===== config.mk =====
export PLATFORM = sky130hd
export DESIGN_NAME = htw_emit
export DESIGN_NICKNAME = d
export VERILOG_FILES = /design/src/rtl/htw_pkg.sv /design/src/rtl/htw_emit.sv
export VERILOG_INCLUDE_DIRS = /design/src /design/src/rtl
export SDC_FILE = /design/constraint.sdc
export NUM_CORES = 1
export LEC_CHECK = 0
export BUFFER_PORTS_ARGS = -buffer_cell sky130_fd_sc_hd__buf_2
export CAP_MARGIN = 20
export CORE_AREA = 5 5 46 48
export CTS_BUF_LIST = sky130_fd_sc_hd__clkbuf_8
export CTS_CLUSTER_DIAMETER = 200
export DETAILED_ROUTE_END_ITERATION = 6
export DIE_AREA = 0 0 51 53
export MAX_ROUTING_LAYER = met4
export PLACE_DENSITY_LB_ADDON = 0.25
export SLEW_MARGIN = 10
export SYNTH_ARGS = -nofsm -noshare
export SYNTH_HDL_FRONTEND = slang
export SYNTH_SLANG_ARGS = --single-unit

===== constraint.sdc =====
create_clock -name clk -period 1.2 [get_ports clk]
set_input_delay 0.18 -clock clk [delete_from_list [all_inputs] [get_ports clk]]
set_output_delay 0.18 -clock clk [all_outputs]
set_load 0.02 [all_outputs]

===== src/rtl/assert_macros.svh =====
// assertion macros shared by the rtl modules
// each macro assumes clk and the active-low synchronous reset rst_n are in scope
`ifndef ASSERT_MACROS_SVH
`define ASSERT_MACROS_SVH

// condition must hold at every clock edge outside reset
`define HTW_ASSERT(lbl, cond, msg) \
  lbl: assert property (@(posedge clk) disable iff (!rst_n) (cond)) else $error(msg);

// consequent must hold in the same cycle as the antecedent
`define HTW_ASSERT_IMP(lbl, ante, cons, msg) \
  lbl: assert property (@(posedge clk) disable iff (!rst_n) (ante) |-> (cons)) else $error(msg);

// consequent must hold in the cycle after the antecedent
`define HTW_ASSERT_NXT(lbl, ante, cons, msg) \
  lbl: assert property (@(posedge clk) disable iff (!rst_n) (ante) |=> (cons)) else $error(msg);

`endif


===== src/rtl/htw_pkg.sv =====
// shared types and constants for the tree-walk decoder
// no dependencies; used by htw_emit and huffman_tree_walk_decoder_core
package htw_pkg;

  localparam int NODE_COUNT = 511;
  localparam int IDX_W      = 9;
  localparam int SYM_W      = 8;
  localparam int CNT_W      = 32;
  localparam int BIT_W      = 3;

  typedef logic [IDX_W-1:0] idx_t;
  typedef logic [SYM_W-1:0] sym_t;

  // one node table entry
  typedef struct packed {
    idx_t right;
    idx_t left;
    logic leaf;
    sym_t sym;
  } node_t;

  typedef enum logic [1:0] {
    CMD_WRITE   = 2'd0,
    CMD_DECODE  = 2'd1,
    CMD_RESTART = 2'd2
  } cmd_t;

  // configuration register indexes
  localparam logic REG_ROOT_NODE    = 1'b0;
  localparam logic REG_SYMBOL_TOTAL = 1'b1;

  typedef enum logic [2:0] {
    ST_IDLE,
    ST_BIT,
    ST_CUR,
    ST_CHILD,
    ST_FLUSH
  } state_t;

  // request from the walker to the result stage
  typedef struct packed {
    logic sym_push;
    logic flush;
    sym_t sym;
    logic done;
  } emit_req_t;

endpackage


===== src/rtl/htw_emit.sv =====
// result stage: holds one pending symbol until its last-of-byte flag is known
// depends on htw_pkg and assert_macros.svh
`include "assert_macros.svh"

module htw_emit (
  input  logic               clk,
  input  logic               rst_n,
  input  htw_pkg::emit_req_t req,
  output logic               ready,
  output logic               out_tvalid,
  input  logic               out_tready,
  output logic [7:0]         out_tdata,   // [7:0] symbol
  output logic               out_tlast,   // last_of_byte
  output logic               out_tuser    // [0] stream_done
);

  logic              pend_valid_r, pend_valid_nxt;
  htw_pkg::sym_t     pend_sym_r;
  logic              pend_done_r;
  logic              out_valid_r, out_valid_nxt;
  htw_pkg::sym_t     out_sym_r;
  logic              out_last_r;
  logic              out_done_r;
  logic              out_free;
  logic              load_out;

  assign out_free = !out_valid_r || out_tready;
  assign ready    = !pend_valid_r || out_free;
  assign load_out = pend_valid_r && out_free && (req.sym_push || req.flush);

  always_comb begin
    out_valid_nxt = out_valid_r && !out_tready;
    if (load_out) begin
      out_valid_nxt = 1'b1;
    end
    pend_valid_nxt = pend_valid_r;
    if (req.sym_push && ready) begin
      pend_valid_nxt = 1'b1;
    end else if (req.flush && ready) begin
      pend_valid_nxt = 1'b0;
    end
  end

  always_ff @(posedge clk) begin
    if (!rst_n) begin
      pend_valid_r <= 1'b0;
      out_valid_r  <= 1'b0;
    end else begin
      pend_valid_r <= pend_valid_nxt;
      out_valid_r  <= out_valid_nxt;
    end
  end

  always_ff @(posedge clk) begin
    if (load_out) begin
      out_sym_r  <= pend_sym_r;
      out_done_r <= pend_done_r;
      out_last_r <= req.flush;
    end
    if (req.sym_push && ready) begin
      pend_sym_r  <= req.sym;
      pend_done_r <= req.done;
    end
  end

  assign out_tvalid = out_valid_r;
  assign out_tdata  = out_sym_r;
  assign out_tlast  = out_last_r;
  assign out_tuser  = out_done_r;

  // the symbol that ends the stream always closes its byte
  `HTW_ASSERT_IMP(a_done_is_last, out_valid_r && out_done_r, out_last_r, "done item without last")
  // a flush with a pending symbol and a free slot shows a last item next cycle
  `HTW_ASSERT_NXT(a_flush_last, req.flush && pend_valid_r && out_free, out_tvalid && out_tlast, "flush lost")

endmodule

* After elaboration in Yosys (flattened, before gate mapping) *
Cells that the tools add are included.

cells by class
  multiplexer cells = 3
  reductions and logical operators = 12

operators by type and width
  operator            count
  1-bit logical AND   5
  1-bit zero test     3
  1-bit logical OR    3
  1-bit 2-to-1 mux    3
  2-bit nonzero test  1

word-level totals
  register bits after elaboration = 21
  output and inout bits = 12

* Longest topological paths before layout *
  depth in word-level cells = 6
  mapped depth = 2
  gate-level depth less buffers = 2

* Worst setup path before layout *
No wires, ideal clock.

  path kind = register -> register
  from = register out_valid_r (netlist: out_tvalid)
  to = register pend_done_r, enable pin
  clock period less this slack = 1434 ps
  buffers on the path = 0
  slack = -234 ps
  data arrival time = 1057 ps
  stages on the path, launching flop included = 3
  cell sequence = dfxtp_1 > nor2b_1 > a21oi_1

between the ends
  cells in the longest elaborated chain, start to end = 4

RTL lines
  element                   line            text
  start: declaration        htw_emit.sv:20  logic out_valid_r, out_valid_nxt;
  start signal: assignment  htw_emit.sv:50  out_valid_r <= out_valid_nxt;
  1-bit zero test           htw_emit.sv:27  assign out_free = !out_valid_r || out_tready;
  1-bit logical OR          htw_emit.sv:27
  1-bit logical OR          htw_emit.sv:28  assign ready = !pend_valid_r || out_free;
  1-bit logical AND         htw_emit.sv:60  if (req.sym_push && ready) begin
  end signal: assignment    htw_emit.sv:62  pend_done_r <= req.done;
  end: declaration          htw_emit.sv:19  logic pend_done_r;

No other way between the ends.
A chain may end at the register's enable or synchronous reset.

* Worst setup path after layout *
Ends and elaborated chain as after synthesis.

==> impl_metrics.toml <==
[run_status]
outcome = "completed"

[setup_path]
regToRegEndpoint = "pend_done_r$_DFFE_PP_"
setup.worst_path.end = "pend_done_r$_DFFE_PP_"
ff2ff_setup_slack_ns = 0.0005
critPathKind = "reg -> reg"
critPathLaunch = "out_tvalid$_SDFF_PN0_"
cp.arrival_ns = 1.10
r2r_cells = 2
end_kind = "register"
timing.rr.start = "out_tvalid$_SDFF_PN0_"
required_ns = 1.10
critPathMaxFanout = 9
cp-start-kind = "register"

[yosys]
synth_compound_area_frac = 0.0434
ys_warn_count = 0
ys_seq_area_frac = 0.921
synthAdderAreaFrac = 0
synth_nets = 45
synth-seq-cells = 21
syn_area_um2 = 663
synthXorXnorAreaFrac = 0
synth_top_area_frac = 0.860
synthTopCellsByArea = "edfxtp_1 (86%), dfxtp_1 (6.0%), o21ai_0 (1.5%)"
synth_cell_types = 11
yosysTopAreaCell = "edfxtp_1"
synth_top_family_by_area = "compound AO/OA/AOI/OAI gates"
syn_avg_cell_area_um2 = 21.4
synth_mux_area_frac = 0
yosys.area_share.simple = 0.0302
synth_cells = 31

[floorplan]
dieWidth_um = 51
fp.dieH_um = 53
io_pins = 26
core_area_um2 = 1670
start_util = 0.397
dieArea_um2 = 2700
row_count = 15

[finish]
final_common_cell = "buf_2"
fillers = 125
diodes = 0
area_growth_pct = 35.5
drive_gt1_frac = 0.565
layout_common_cells = "buf_2 (25), edfxtp_1 (19), clkbuf_8 (3), o21ai_0 (2)"
final_cells = 79
nets = 77

[global_route]
use_met1 = 0.0856
antenna_found_initial = 0
overflow = 0
grt_pass1_wl_um = 1440
grt_max_degree = 13
first_global_vias = 354
busiest_layer = "met2"
grtUsageMet3 = 0.0338
grt_usage = 0.0829
use_met2 = 0.118

[clocking]
clock_path_buffers = 2
numCtsBuffers = 3
cts_tree = "built"
h-tree-depth = 1
clk_latency_ns = 0.25
clkTransAtPathRegs_ns = 0.07
clkSinkCount = 21
clockRootBuffer = "clkbuf_8"
hold_buffers = 0

[drt]
drcViolationCount = 0
drtIter0Drc = 9
dr.pass1.iters = 3
num_vias = 358
wl_per_cell_um = 11.7
ant_nets = 0
wl_um = 922
vias_per_cell = 4.53

[power]
vdd_ir_drop_max_mv = 0.692
leakagePower_nw = 0.356
powerDensity_nw_per_um2 = 1550

[timing]
rsz0062_at_grt = "yes"
fin_crit_sh = 1.00
period_minus_slack_ns = 1.20
maxClockFrequency_ghz = 0.834
clock_skew_ns = 0.00294
slew_viol_final = 0
setup_viol = 0
hold_viol = 0
tightest_slew_ns = 0.476
setup_ws_ns = 0.000482
maxSlewHeadroom = 0.683

[place]
numPortBuffers = 25
gp_congestion = 0.606
dp_hpwl_um = 670
dp.cells = 75
pre_cts_slack_ns = -0.0409

[min_path]
worstHoldPathCells = 1
hp-class = "in -> reg"

[flow_run]
cap_viol_max_count = 0
[stage by stage]
step	util	total power (W)	hold slack (ns)	TNS, ns	cell area [um^2]
2_1_floorplan	-	0.000911	0.279	-0.646	669
3_3_place_gp	0.505	0.000966	0.357	-0.103	843
5_1_grt	0.538	0.00145	0.0785	-0.633	898
6_report	0.538	0.00139	0.0952	0	898
3_5_place_dp	0.505	0.000967	0.358	-0.367	843
4_1_cts	0.537	0.00141	0.0883	-0.124	897
[how the worst min path moves through the flow]
stage          startpoint                      end
2_1_floorplan      req[9]      out_tlast$_DFFE_PP_
3_3_place_gp       req[7]  pend_sym_r[6]$_DFFE_PP_
3_5_place_dp       req[7]  pend_sym_r[6]$_DFFE_PP_
4_1_cts            req[7]  pend_sym_r[6]$_DFFE_PP_
5_1_grt            req[8]  pend_sym_r[7]$_DFFE_PP_
6_report           req[7]  pend_sym_r[6]$_DFFE_PP_
[sequential cells by signal, summed over array words and instances, names as in the netlist]
register,cells
out_tdata,8
pend_sym_r,8
out_tlast,1
out_tuser,1
out_tvalid,1
pend_done_r,1
pend_valid_r,1
[worst max-delay path, cell delays in order, from the launching register on]
cell,delay [ns]
dfxtp_2,0.32
nor2b_4,0.13
a21oi_2,0.39
[logic make-up after synthesis]
kind of cell / after synthesis
flip-flops: 21
AO/OA/AOI/OAI: 5
AND/OR/NAND/NOR: 4
buffers and inverters: 1
[repair_timing]
item                       CTS  global route
resized for setup            2             1
buffers inserted             0             0
setup endpoints to repair   10            20
[routing by layer]
metal	vias up	routed length (um)
li1	180	-
met1	157	350
met2	19	460
met3	2	95
met4	0	15
met5	-	0
[layout make-up]
| cell class | instances | area, um^2 | share of cell area |
|---|---|---|---|
| Inverter | 1 | 3.75 | 0.00418 |
| Sequential cell | 21 | 612 | 0.681 |
| Timing Repair Buffer | 27 | 153 | 0.170 |
| Multi-Input combinational cell | 9 | 62.6 | 0.0696 |
| Clock inverter | 1 | 5.00 | 0.00557 |
| Tap cell | 17 | 21.3 | 0.0237 |
| Clock buffer | 3 | 41.3 | 0.0460 |
[power by group]
group	total (W)	switching [W]	internal, W
combinational	0.000101	0.0000575	0.0000438
clock	0.000437	0.000206	0.000231
sequential	0.000851	0.00000983	0.000842
[cell usage after synthesis]
library cell  count
a21boi_1          1
a21oi_1           1
a31oi_1           1
dfxtp_1           2
edfxtp_1         19
inv_1             1
nand2_1           1
nand2b_1          1
nor2_1            1
nor2b_1           1
o21ai_0           2
Note: power is estimated with default switching activity, not from simulation.
